<file path="src/rtl/msg_pkg.sv">
// shared constants, types and helper functions for the multi-axis step generator
// no dependencies
`timescale 1ns / 1ps

package msg_pkg;

  // number of axes driven by the core (1 to 6, the mask width)
  localparam int AXES = 6;

  localparam int AXIS_W   = 3;
  localparam int TARGET_W = 32;
  localparam int MAG_W    = 31;
  localparam int ACC_W    = 32;
  localparam int COUNT_W  = 32;
  localparam int MASK_W   = 6;

  localparam logic [MAG_W-1:0] MAG_MAX = {MAG_W{1'b1}};

  // item kinds on the func field
  localparam logic FUNC_LOAD = 1'b0;
  localparam logic FUNC_TICK = 1'b1;

  // per-lane control strobes
  typedef struct packed {
    logic load;
    logic tick;
  } lane_ctrl_t;

  // absolute value of a signed target, saturated to the magnitude width
  function automatic logic [MAG_W-1:0] magnitude_of(input logic [TARGET_W-1:0] raw);
    logic [TARGET_W-1:0] neg;
    neg = (~raw) + TARGET_W'(1);
    if (!raw[TARGET_W-1]) begin
      return raw[MAG_W-1:0];
    end else if (neg[TARGET_W-1]) begin
      return MAG_MAX;
    end else begin
      return neg[MAG_W-1:0];
    end
  endfunction

endpackage

</file>
<file path="src/rtl/msg_if.sv">
// valid/ready channel interfaces for the step generator input and result streams
// depends on msg_pkg
`timescale 1ns / 1ps

interface msg_in_if;
  logic                              valid;
  logic                              ready;
  logic                              func;
  logic [msg_pkg::AXIS_W-1:0]        axis;
  logic signed [msg_pkg::TARGET_W-1:0] target;

  modport source (output valid, output func, output axis, output target, input ready);
  modport sink   (input valid, input func, input axis, input target, output ready);
endinterface

interface msg_out_if;
  logic                         valid;
  logic                         ready;
  logic [msg_pkg::MASK_W-1:0]   step_mask;
  logic [msg_pkg::MASK_W-1:0]   direction_mask;
  logic [msg_pkg::AXIS_W-1:0]   leading_axis;
  logic [msg_pkg::COUNT_W-1:0]  lead_count;

  modport source (output valid, output step_mask, output direction_mask,
                  output leading_axis, output lead_count, input ready);
  modport sink   (input valid, input step_mask, input direction_mask,
                  input leading_axis, input lead_count, output ready);
endinterface

</file>
<file path="src/rtl/multi_axis_step_generator_core.sv">
// top level of the multi-axis bresenham step generator
// depends on msg_pkg, msg_if (msg_in_if, msg_out_if) and msg_axis_lane
`timescale 1ns / 1ps

// Multi-axis line stepper. A line is set up with one load transaction per
// axis (func = 0), in axis order starting at axis 0; a load of axis 0 also
// restarts the tick count and the leader choice. Each tick transaction
// (func = 1) advances every axis by one bresenham step against the leading
// axis, the first axis with the strictly largest magnitude, and returns the
// axes that step. Every input transaction yields exactly one result
// transaction. Throughput is one transaction per clock while results are
// taken. The input register loads at the accepting edge and the result
// register when the input stage advances, which waits while a held result
// is not taken. The per-cycle work is set by each axis lane: one 32-bit
// add, one compare against the leader magnitude and one subtract. Loads of
// an axis beyond the configured count leave the state alone. Both channels
// use valid/ready.
module multi_axis_step_generator_core (
  input  logic        clk,
  input  logic        rst,
  msg_in_if.sink      in_ch,
  msg_out_if.source   out_ch
);

  // input register stage
  logic                          s1_valid;
  logic                          s1_func;
  logic [msg_pkg::AXIS_W-1:0]    s1_axis;
  logic [msg_pkg::TARGET_W-1:0]  s1_target;
  logic                          s1_adv;

  // line state
  logic [msg_pkg::AXES-1:0]      direction;
  logic [msg_pkg::AXIS_W-1:0]    leader;
  logic [msg_pkg::MAG_W-1:0]     lead_mag;
  logic [msg_pkg::COUNT_W-1:0]   tick_count;

  logic [msg_pkg::AXES-1:0]      direction_next;
  logic [msg_pkg::AXIS_W-1:0]    leader_next;
  logic [msg_pkg::MAG_W-1:0]     lead_mag_next;
  logic [msg_pkg::COUNT_W-1:0]   tick_count_next;
  logic [msg_pkg::MASK_W-1:0]    step_mask_next;
  logic [msg_pkg::MASK_W-1:0]    direction_mask_next;

  // result register
  logic                          out_valid;
  logic [msg_pkg::MASK_W-1:0]    step_mask;
  logic [msg_pkg::MASK_W-1:0]    direction_mask;

  // decoded item
  logic                          is_load;
  logic                          is_tick;
  logic                          axis_ok;
  logic                          do_load;
  logic [msg_pkg::MAG_W-1:0]     new_mag;

  // lanes
  msg_pkg::lane_ctrl_t           lane_ctrl [msg_pkg::AXES];
  logic [msg_pkg::MAG_W-1:0]     lane_mag  [msg_pkg::AXES];
  logic [msg_pkg::AXES-1:0]      lane_step;
  logic [msg_pkg::AXES-1:0]      lane_live;

  // the input stage moves on whenever the result register is free or drains
  assign s1_adv      = s1_valid && (!out_valid || out_ch.ready);
  assign in_ch.ready = !s1_valid || s1_adv;

  always_ff @(posedge clk) begin
    if (rst) begin
      s1_valid <= 1'b0;
    end else if (in_ch.ready) begin
      s1_valid <= in_ch.valid;
    end
  end

  // payload only, no reset needed
  always_ff @(posedge clk) begin
    if (in_ch.valid && in_ch.ready) begin
      s1_func   <= in_ch.func;
      s1_axis   <= in_ch.axis;
      s1_target <= in_ch.target;
    end
  end

  assign is_load = s1_func == msg_pkg::FUNC_LOAD;
  assign is_tick = s1_func == msg_pkg::FUNC_TICK;
  assign axis_ok = 32'(s1_axis) < msg_pkg::AXES;
  assign do_load = s1_adv && is_load && axis_ok;
  assign new_mag = msg_pkg::magnitude_of(s1_target);

  // one lane per axis, each does its own add / compare / subtract
  for (genvar g = 0; g < msg_pkg::AXES; g++) begin : g_lane
    assign lane_ctrl[g].load = do_load && (s1_axis == msg_pkg::AXIS_W'(g));
    assign lane_ctrl[g].tick = s1_adv && is_tick;
    assign lane_live[g]      = lane_mag[g] != '0;

    msg_axis_lane u_lane (
      .clk      (clk),
      .rst      (rst),
      .ctrl     (lane_ctrl[g]),
      .load_mag (new_mag),
      .lead_mag (lead_mag),
      .mag      (lane_mag[g]),
      .step     (lane_step[g])
    );
  end

  // next line state and the result fields
  always_comb begin
    direction_next  = direction;
    leader_next     = leader;
    lead_mag_next   = lead_mag;
    tick_count_next = tick_count;
    step_mask_next  = '0;

    if (is_tick) begin
      tick_count_next = tick_count + msg_pkg::COUNT_W'(1);
      for (int i = 0; i < msg_pkg::MASK_W; i++) begin
        if (i < msg_pkg::AXES) begin
          step_mask_next[i] = lane_step[i];
        end
      end
    end else if (axis_ok) begin
      direction_next[s1_axis] = s1_target[msg_pkg::TARGET_W-1];
      if (s1_axis == '0) begin
        // line start: axis 0 becomes the leader by default
        tick_count_next = '0;
        leader_next     = '0;
        lead_mag_next   = new_mag;
      end else if (new_mag > lead_mag) begin
        leader_next   = s1_axis;
        lead_mag_next = new_mag;
      end else if (s1_axis == leader) begin
        // reloading the leader with a smaller value keeps it the leader
        lead_mag_next = new_mag;
      end
    end

    direction_mask_next = '0;
    for (int i = 0; i < msg_pkg::MASK_W; i++) begin
      if (i < msg_pkg::AXES) begin
        direction_mask_next[i] = direction_next[i];
      end
    end
  end

  always_ff @(posedge clk) begin
    if (rst) begin
      direction  <= '0;
      leader     <= '0;
      lead_mag   <= '0;
      tick_count <= '0;
    end else if (s1_adv) begin
      direction  <= direction_next;
      leader     <= leader_next;
      lead_mag   <= lead_mag_next;
      tick_count <= tick_count_next;
    end
  end

  always_ff @(posedge clk) begin
    if (rst) begin
      out_valid <= 1'b0;
    end else if (s1_adv) begin
      out_valid <= 1'b1;
    end else if (out_ch.ready) begin
      out_valid <= 1'b0;
    end
  end

  always_ff @(posedge clk) begin
    if (s1_adv) begin
      step_mask      <= step_mask_next;
      direction_mask <= direction_mask_next;
    end
  end

  // leader and lead count are taken straight from the state registers,
  // which change only when a new result is loaded
  assign out_ch.valid          = out_valid;
  assign out_ch.step_mask      = step_mask;
  assign out_ch.direction_mask = direction_mask;
  assign out_ch.leading_axis   = leader;
  assign out_ch.lead_count     = tick_count;

  // leader always names a real axis
  a_leader_range: assert property (@(posedge clk) disable iff (rst)
    32'(leader) < msg_pkg::AXES)
    else $error("leader out of axis range");

  // an axis with zero magnitude never steps
  a_step_live: assert property (@(posedge clk) disable iff (rst)
    (s1_adv && is_tick) |-> ((lane_step & ~lane_live) == '0))
    else $error("step on an idle axis");

  // a load of axis 0 restarts the tick count and the leader
  a_line_start: assert property (@(posedge clk) disable iff (rst)
    (do_load && (s1_axis == '0)) |=> ((tick_count == '0) && (leader == '0)))
    else $error("line start did not clear tick count and leader");

  // a result sitting in the output register is stable while not taken
  a_hold_result: assert property (@(posedge clk) disable iff (rst)
    (out_valid && !out_ch.ready) |=> (out_valid && $stable(step_mask)
                                      && $stable(tick_count)))
    else $error("stalled result changed");

  // the input stage is never blocked while empty
  a_empty_ready: assert property (@(posedge clk) disable iff (rst)
    !s1_valid |-> in_ch.ready)
    else $error("empty input stage refused a transaction");

endmodule

</file>
<file path="src/rtl/msg_axis_lane.sv">
// one axis of the bresenham stepper: magnitude and error accumulator
// depends on msg_pkg
`timescale 1ns / 1ps

module msg_axis_lane (
  input  logic                        clk,
  input  logic                        rst,
  input  msg_pkg::lane_ctrl_t         ctrl,
  input  logic [msg_pkg::MAG_W-1:0]   load_mag,
  input  logic [msg_pkg::MAG_W-1:0]   lead_mag,
  output logic [msg_pkg::MAG_W-1:0]   mag,
  output logic                        step
);

  logic [msg_pkg::ACC_W-1:0] acc;
  logic [msg_pkg::ACC_W-1:0] sum;
  logic [msg_pkg::ACC_W-1:0] lead_ext;
  logic [msg_pkg::ACC_W-1:0] acc_next;

  always_comb begin
    lead_ext = msg_pkg::ACC_W'(lead_mag);
    sum      = acc + msg_pkg::ACC_W'(mag);
    step     = (lead_mag != '0) && (sum >= lead_ext);
    acc_next = step ? (sum - lead_ext) : sum;
  end

  always_ff @(posedge clk) begin
    if (rst) begin
      mag <= '0;
      acc <= '0;
    end else if (ctrl.load) begin
      mag <= load_mag;
      acc <= '0;
    end else if (ctrl.tick && (lead_mag != '0)) begin
      acc <= acc_next;
    end
  end

endmodule
</file>
<file path="src/flat_wrapper.sv">
// flat-port wrapper written by rule: the top's interface ports become plain ports
module multi_axis_step_generator_core_flat 
  (clk, rst, in_ch_valid, in_ch_func, in_ch_axis, in_ch_target, in_ch_ready, out_ch_valid, out_ch_step_mask, out_ch_direction_mask, out_ch_leading_axis, out_ch_lead_count, out_ch_ready);
  msg_in_if in_ch_i ();
  msg_out_if out_ch_i ();
  input  logic clk;
  input  logic rst;
  input wire logic [$bits(in_ch_i.valid)-1:0] in_ch_valid;
  input wire logic [$bits(in_ch_i.func)-1:0] in_ch_func;
  input wire logic [$bits(in_ch_i.axis)-1:0] in_ch_axis;
  input wire logic [$bits(in_ch_i.target)-1:0] in_ch_target;
  output wire logic [$bits(in_ch_i.ready)-1:0] in_ch_ready;
  output wire logic [$bits(out_ch_i.valid)-1:0] out_ch_valid;
  output wire logic [$bits(out_ch_i.step_mask)-1:0] out_ch_step_mask;
  output wire logic [$bits(out_ch_i.direction_mask)-1:0] out_ch_direction_mask;
  output wire logic [$bits(out_ch_i.leading_axis)-1:0] out_ch_leading_axis;
  output wire logic [$bits(out_ch_i.lead_count)-1:0] out_ch_lead_count;
  input wire logic [$bits(out_ch_i.ready)-1:0] out_ch_ready;
  assign in_ch_i.valid = in_ch_valid;
  assign in_ch_i.func = in_ch_func;
  assign in_ch_i.axis = in_ch_axis;
  assign in_ch_i.target = in_ch_target;
  assign in_ch_ready = in_ch_i.ready;
  assign out_ch_valid = out_ch_i.valid;
  assign out_ch_step_mask = out_ch_i.step_mask;
  assign out_ch_direction_mask = out_ch_i.direction_mask;
  assign out_ch_leading_axis = out_ch_i.leading_axis;
  assign out_ch_lead_count = out_ch_i.lead_count;
  assign out_ch_i.ready = out_ch_ready;
  multi_axis_step_generator_core u_core (.clk(clk), .rst(rst), .in_ch(in_ch_i), .out_ch(out_ch_i));
endmodule
</file>
<file path="config.mk">
export PLATFORM = sky130hd
export DESIGN_NAME = multi_axis_step_generator_core_flat
export DESIGN_NICKNAME = d
export VERILOG_FILES = /design/src/rtl/msg_pkg.sv /design/src/rtl/msg_if.sv /design/src/rtl/multi_axis_step_generator_core.sv /design/src/rtl/msg_axis_lane.sv /design/src/flat_wrapper.sv
export SDC_FILE = /design/constraint.sdc
export NUM_CORES = 2
export LEC_CHECK = 0
export BUFFER_PORTS_ARGS = -buffer_cell sky130_fd_sc_hd__buf_2
export CORE_ASPECT_RATIO = 2
export CORE_MARGIN = 5
export CORE_UTILIZATION = 55
export CTS_CLUSTER_SIZE = 24
export DETAILED_ROUTE_END_ITERATION = 8
export GPL_ROUTABILITY_DRIVEN = 0
export GPL_TIMING_DRIVEN = 1
export PLACE_DENSITY = 0.71
export SYNTH_ARGS = -nofsm -noshare
export SYNTH_HDL_FRONTEND = slang
export SYNTH_SLANG_ARGS = --single-unit
</file>
<file path="constraint.sdc">
create_clock -name clk -period 17.81 [get_ports clk]
set_input_delay 1.781 -clock clk [delete_from_list [all_inputs] [get_ports clk]]
set_output_delay 1.781 -clock clk [all_outputs]
set_load 0.005 [all_outputs]
</file>
# --- Yosys cells after proc, flatten, opt, wreduce, memory -nomap -nowiden ---
# Index checks and enable logic that the tools add are counted.
totals:
  ff_bits: 500
  in_bits: 40
op_classes:
  n_addsub: 14
  order_cmp: 10
  eq_ne: 6
  muxes: 23
  bitwise_logic: 2
  reduce_logical: 39
op_table:
  columns: ["cell", "count"]
  rows:
  - ["$mux W32", 9]
  - ["$add A32 B31 Y32", 6]
  - ["$ge A32 B31 Y1", 6]
  - ["$sub A32 B31 Y32", 6]
  - ["$mux W31", 5]
  - ["$add A32 B1 Y32 const B", 2]
  - ["$not A32 Y32", 1]
  - ["$gt A31 B31 Y1", 1]
  - ["$reduce_bool A31 Y1", 1]
  - ["$logic_and A1 B1 Y1", 19]
  - ["$mux W6", 2]
  - ["$reduce_or A2 Y1", 6]
  - ["$reduce_and A4 Y1", 2]
  - ["$reduce_bool A2 Y1", 4]
  - ["$bwmux W6", 1]
  - ["$eq A3 B2 Y1 const B", 2]
  - ["$eq A3 B3 Y1 const B", 2]
  - ["$mux W3", 2]
  - ["$lt A3 B4 Y1 const B", 1]
  - ["$demux W1 S3", 1]
  - ["$eq A3 B1 Y1 const B", 1]
  - ["$eq A3 B3 Y1", 1]
  - ["$ge A3 B1 Y1 const B", 1]
  - ["$logic_not A3 Y1", 1]
  - ["other kinds (7)", 11]

# --- Logic depth before layout (Yosys ltp) ---
depth:
  depth_word: 7
  mapped_depth: 26

# --- Hierarchy ---
# From an unflattened synthesis, not the netlist that was laid out.
unflattened:
  cells_unflattened: 5307
  hier_area_um2: 42660.9
modules_own_cells:
  columns: ["mod", "n_inst", "cells_per_inst", "area_per_inst_um2"]
  rows:
  - ["msg_axis_lane at u_core.g_lane[1].u_lane ...", 2, 735, 5846.9]
  - ["multi_axis_step_generator_core", 1, 764, 6919.1]
  - ["msg_axis_lane at u_core.g_lane[3].u_lane", 1, 812, 6256.0]
  - ["msg_axis_lane at u_core.g_lane[4].u_lane", 1, 799, 6039.5]
  - ["msg_axis_lane at u_core.g_lane[0].u_lane", 1, 757, 6010.8]
  - ["msg_axis_lane at u_core.g_lane[5].u_lane", 1, 705, 5741.8]

# --- Least setup slack after synthesis ---
# Ideal clock, no wire load.
synth_timing:
  path_kind: "register to register"
  start: "reg u_core.s1_target[7] in the netlist's numbering"
  end: "reg u_core.lead_mag[30] in the netlist's numbering"
  arrival_time_ns: 5.611
  t_required_ns: 17.682
  setup_slack_ns: 12.071
  path_stages_with_launch: 23
  path_buffers: 3
  period_less_slack_ns: 5.739
  cell_sequence: "edfxtp_1 or4_4 or3_4 nand2b_4 or4_4 nand2b_4 or4_4 or4b_1 buf_2 nand2_1 mux2i_1 inv_2 ha_1 nand4_1 or2_2 nor3_1 a21boi_0 o211ai_1 o211ai_1 clkbuf_1 buf_1 mux2i_1 nor2_1"
synth_via:
  elab_chain_cells: 7
synth_lines:
  columns: ["element", "line", "text"]
  rows:
  - ["start, declared", "multi_axis_step_generator_core.sv:29", "logic [msg_pkg::TARGET_W-1:0] s1_target;"]
  - ["start signal, assigned", "multi_axis_step_generator_core.sv:80", "s1_target <= in_ch.target;"]
  - ["$not A32 Y32 *", "msg_pkg.sv:32", "neg = (~raw) + TARGET_W'(1);"]
  - ["$add A32 B1 Y32 *", "msg_pkg.sv:32", null]
  - ["$mux W31 *", "msg_pkg.sv:35", "end else if (neg[TARGET_W-1]) begin"]
  - ["$mux W31 *", "msg_pkg.sv:33", "if (!raw[TARGET_W-1]) begin"]
  - ["net u_core.g_lane[0].u_lane.load_mag (one bit)", "msg_axis_lane.sv:9", "input logic [msg_pkg::MAG_W-1:0] load_mag,"]
  - ["$gt A31 B31 Y1 *", "multi_axis_step_generator_core.sv:129", "end else if (new_mag > lead_mag) begin"]
  - ["$reduce_bool A3 Y1 (no line) / $mux W31 (equally long branches)", null, null]
  - ["$reduce_and A4 Y1 (no line) / $mux W31 (equally long branches)", null, null]
  - ["end signal, assigned", "multi_axis_step_generator_core.sv:155", "lead_mag <= lead_mag_next;"]
  - ["end, declared", "multi_axis_step_generator_core.sv:35", "logic [msg_pkg::MAG_W-1:0] lead_mag;"]
# The timed path passes the listed nets; every way through them passes the cells marked *. The select of a mux whose other input is x is not followed.
# A chain may end at the register's enable or synchronous reset.

# --- Final worst setup path ---
layout_timing:
  start: "reg u_core.g_lane[2].u_lane.mag[0] in the netlist's numbering"
  end: "reg u_core.g_lane[2].u_lane.acc[31] in the netlist's numbering"
layout_via:
  elab_chain_cells: 4
layout_lines:
  columns: ["element", "line", "text"]
  rows:
  - ["start, declared", "msg_axis_lane.sv:11", "output logic [msg_pkg::MAG_W-1:0] mag,"]
  - ["start signal, assigned", "msg_axis_lane.sv:32", "mag <= load_mag;"]
  - ["$add A32 B31 Y32 *", "msg_axis_lane.sv:22", "sum = acc + msg_pkg::ACC_W'(mag);"]
  - ["$ge A32 B31 Y1", "msg_axis_lane.sv:23", "step = (lead_mag != '0) && (sum >= lead_ext);"]
  - ["$logic_and A1 B1 Y1", "msg_axis_lane.sv:23", null]
  - ["$mux W32 *", "msg_axis_lane.sv:24", "acc_next = step ? (sum - lead_ext) : sum;"]
  - ["end signal, assigned", "msg_axis_lane.sv:35", "acc <= acc_next;"]
  - ["end, declared", "msg_axis_lane.sv:15", "logic [msg_pkg::ACC_W-1:0] acc;"]
# Mark *: on every way between the ends. The rest lies on a longest branch, timed or not.

==> summary.txt <==
Outcome
  – Outcome: complete, no violations

Clock network
  – Setup bufs post-CTS: 0
  – CTS Hold Bufs: 0
  – CTS tree: done
  – Worst-path clk slew: 0.07 ns
  – Num CTS Buffers: 47
  – Post-cts resize count: 0
  – Clock sink count: 500
  – Worst-Skew Late Latency: 0.63 ns
  – Max Root-Sink Buffers: 3
  – H-Tree Depth: 2
  – CTS root buffer: clkbuf_16

Logic synthesis
  – Count leader, synth: a21oi_1
  – Synthesized area: 38800 um^2
  – Synth top area cells: dfxtp_1, ha_1, a21oi_1
  – Post-synth ARST share: 0%
  – EDFF count, synth: 48
  – Post-synth top area cell: dfxtp_1
  – Post-synthesis average cell area: 8.13 um^2
  – Top FF cell, synth: dfxtp_1
  – Yosys warns: 0
  – Seq/Total Area, Yosys: 27.1%
  – Yosys cell types: 87
  – Post-Syn Nets: 5225
  – Top post-synthesis cells by count: a21oi_1, dfxtp_1, nor2_1, ha_1, o21ai_0
  – Top cell type's share of synthesized area: 23.3%
  – Seq cells post-synth: 500
  – Mapped Cells: 4768

Power and ir drop
  – P_sw: 1.71 mW
  – Internal power: 2.51 mW
  – Register share of total power: 29.0%
  – Clock power frac: 26.1%
  – Final Power: 4.23 mW
  – PD cells: 101 nW/um^2
  – Peak supply drop: 0.0811 mV
  – Leak: 18.1 nW
  – Sw frac: 40.5%
  – Combinational share of power: 44.9%

Worst setup path
  – CP max-delay cell: a2111oi_1
  – Critical Path Max Stage Delay: 0.79 ns
  – Startpoint types: flip-flop
  – R2r setup slk: 10.35 ns
  – Arrival time worst endpoint: 7.95 ns
  – Kind of critical path: flip-flop to flip-flop
  – Crit Path Max Fanout: 40
  – WP data required: 18.31 ns
  – CP Capture Type: flip-flop
  – Critical-path cell list: ha_1, inv_1, fa_1, nand2b_1, a21oi_1, o41ai_1, buf_4, o31ai_1, o211ai_1, nand2b_1, a21oi_1, o21ai_0, xor2_1, ha_1, nand2_1, o21ai_0, a21oi_1, o21ai_0, or4_1, a2111oi_1, or2_2, a211o_1, mux2i_1, mux2_2

Floorplanning
  – Die Ht: 385 um
  – Initial Util: 55.4%
  – Core Footprint: 69900 um^2
  – DIE AREA: 76200 um^2
  – # rows: 137
  – Die W: 198 um
  – # IOs: 89

STA
  – RSZ-0062 raised after global routing: false
  – Worst slew pin tran: 1.16 ns
  – Final cycle utilization of the critical path: 41.9%
  – Finish-stage setup viols: 0
  – Clock skew: 0.0351 ns
  – Achievable clock frequency: 0.134 GHz
  – Final hold slack: 0.455 ns
  – Total negative setup slack: 0 ns
  – Max-slew violation count: 0
  – Final hold vios: 0
  – Slew headroom: 22.6%
  – Fin crit period: 7.46 ns

Global routing
  – GR Util met1: 35.5%
  – Initial antenna violation count: 6
  – GRT Residual Overflow: 0
  – Largest net degree at the start of global routing: 89
  – Grt met3 use: 6.95%
  – Met2 GRT Util: 59.5%
  – Vias in the first global route: 36833
  – Total global-route track usage: 35.1%
  – GRT Max-Usage Layer: met2
  – First-pass GRT wire length: 208 mm

Finish
  – Final core occ: 59.8%
  – Layout cells sized above 1: 7.19%
  – Final net count: 5231
  – # fillers: 6486
  – Synth-to-Final Area Change: 7.81%

Detailed routing
  – Avg Vias per Cell: 6.54
  – Drt total wl: 139 mm
  – Residual DRC: 0
  – Routed vias: 37419
  – Initial drt markers: 2593
  – Drt pass-1 iters: 5
  – DR WL/cell: 24.3 um
  – Antenna-violating nets left: 0

Run
  – Max-cap violations: 0

Placed design
  – PortBufs: 88
  – HPWL Detailed: 102 mm

Min path
  – HP Class: flip-flop to flip-flop
[per-layer routing]
layer	up-vias	wire [um]
li1	17704	-
met1	17503	47600
met2	1551	65100
met3	657	9930
met4	4	16600
met5	-	26
[final cells by class]
cell class | count | area [um^2] | share of cell area, %
clock buffer | 57 | 1240 | 2.98
antenna | 5 | 12.5 | 0.0299
timing repair buffer | 144 | 863 | 2.07
clock inverter | 30 | 367 | 0.877
inverter | 162 | 608 | 1.45
sequential | 500 | 10500 | 25.1
multi-input combinational | 3919 | 27100 | 64.8
tap | 903 | 1130 | 2.70
[final timing paths]
path,to,cells past startpoint,startpoint
hold / removal,u_core.direction[0]$_SDFFE_PP0P_,2,u_core.direction[0]$_SDFFE_PP0P_
setup reg to reg,u_core.g_lane[2].u_lane.acc[31]$_SDFFE_PP0P_,24,u_core.g_lane[2].u_lane.mag[0]$_SDFFE_PP0P_
hold reg to reg,u_core.direction[0]$_SDFFE_PP0P_,2,u_core.direction[0]$_SDFFE_PP0P_
setup / recovery,u_core.g_lane[2].u_lane.acc[31]$_SDFFE_PP0P_,24,u_core.g_lane[2].u_lane.mag[0]$_SDFFE_PP0P_
[logic make-up (layout without fill, tap and decap cells)]
logic type	count (synthesis)	in the layout	share of synthesized area (%)
and+or+nand+nor	1366	1366	17.0
AOI/OAI and AO/OA	1679	1679	28.0
xor gates and xnor gates	340	340	7.68
muxes	117	117	3.06
buffers and inverters	349	393	3.50
other	0	5	0
DFF	500	500	27.1
adders and majority gates	417	417	13.7
[sequential cells by signal (all words and copies together), names as in the netlist]
register                      count
u_core.is_tick                    1
u_core.out_ch.direction_mask      6
u_core.out_ch.step_mask           6
u_core.lead_mag                  31
u_core.out_ch.lead_count         32
u_core.out_ch.leading_axis        3
u_core.g_lane.u_lane.mag        186
u_core.s1_target                 32
u_core.direction                  6
u_core.s1_axis                    3
u_core.s1_valid                   1
u_core.g_lane.u_lane.acc        192
u_core.out_ch.valid               1
[critical path: cells and delay by family (launching register included)]
family	cells	cell delay (ns)
DFF	1	0.35
xor gates and xnor gates	1	0.28
AOI/OAI and AO/OA	11	3.32
and+or+nand+nor	5	1.65
buffers and inverters	2	0.22
muxes	2	0.53
adders and majority gates	3	0.98
[placed cells by master, fill, tap and decap left out, drive strengths merged, types with 108 or more instances in the layout]
cell   instances
nor2         442
nor3         137
xnor2        214
nand3        117
xor2         126
o21ai        365
buf          144
nand2        323
mux2i        108
inv          167
a22o         144
a21o         147
ha           405
a21oi        483
dfxtp        452
[power groups by stage]
| stage | clock [mW] | sequential [mW] | combinational, mW |
|---|---|---|---|
| finish | 1.10 | 1.23 | 1.90 |
| global route | 1.15 | 1.23 | 2.05 |
| CTS | 1.11 | 1.22 | 1.87 |
| detailed placement | 0 | 1.25 | 1.85 |
| global placement | 0 | 1.25 | 1.84 |
| floorplan | 0 | 1.24 | 1.39 |
[metrics by stage]
stage / cell area (um^2) / std cells / worst slack, ns
after floorplan: 38800 / 4768 / 12.07
after global placement: 40200 / 5628 / 10.78
after detailed placement: 40200 / 5628 / 10.74
after CTS: 41800 / 5715 / 10.68
after global routing: 41800 / 5716 / 10.00
final: 41800 / 5720 / 10.35
Note: power is estimated with default switching activity, not from simulation.
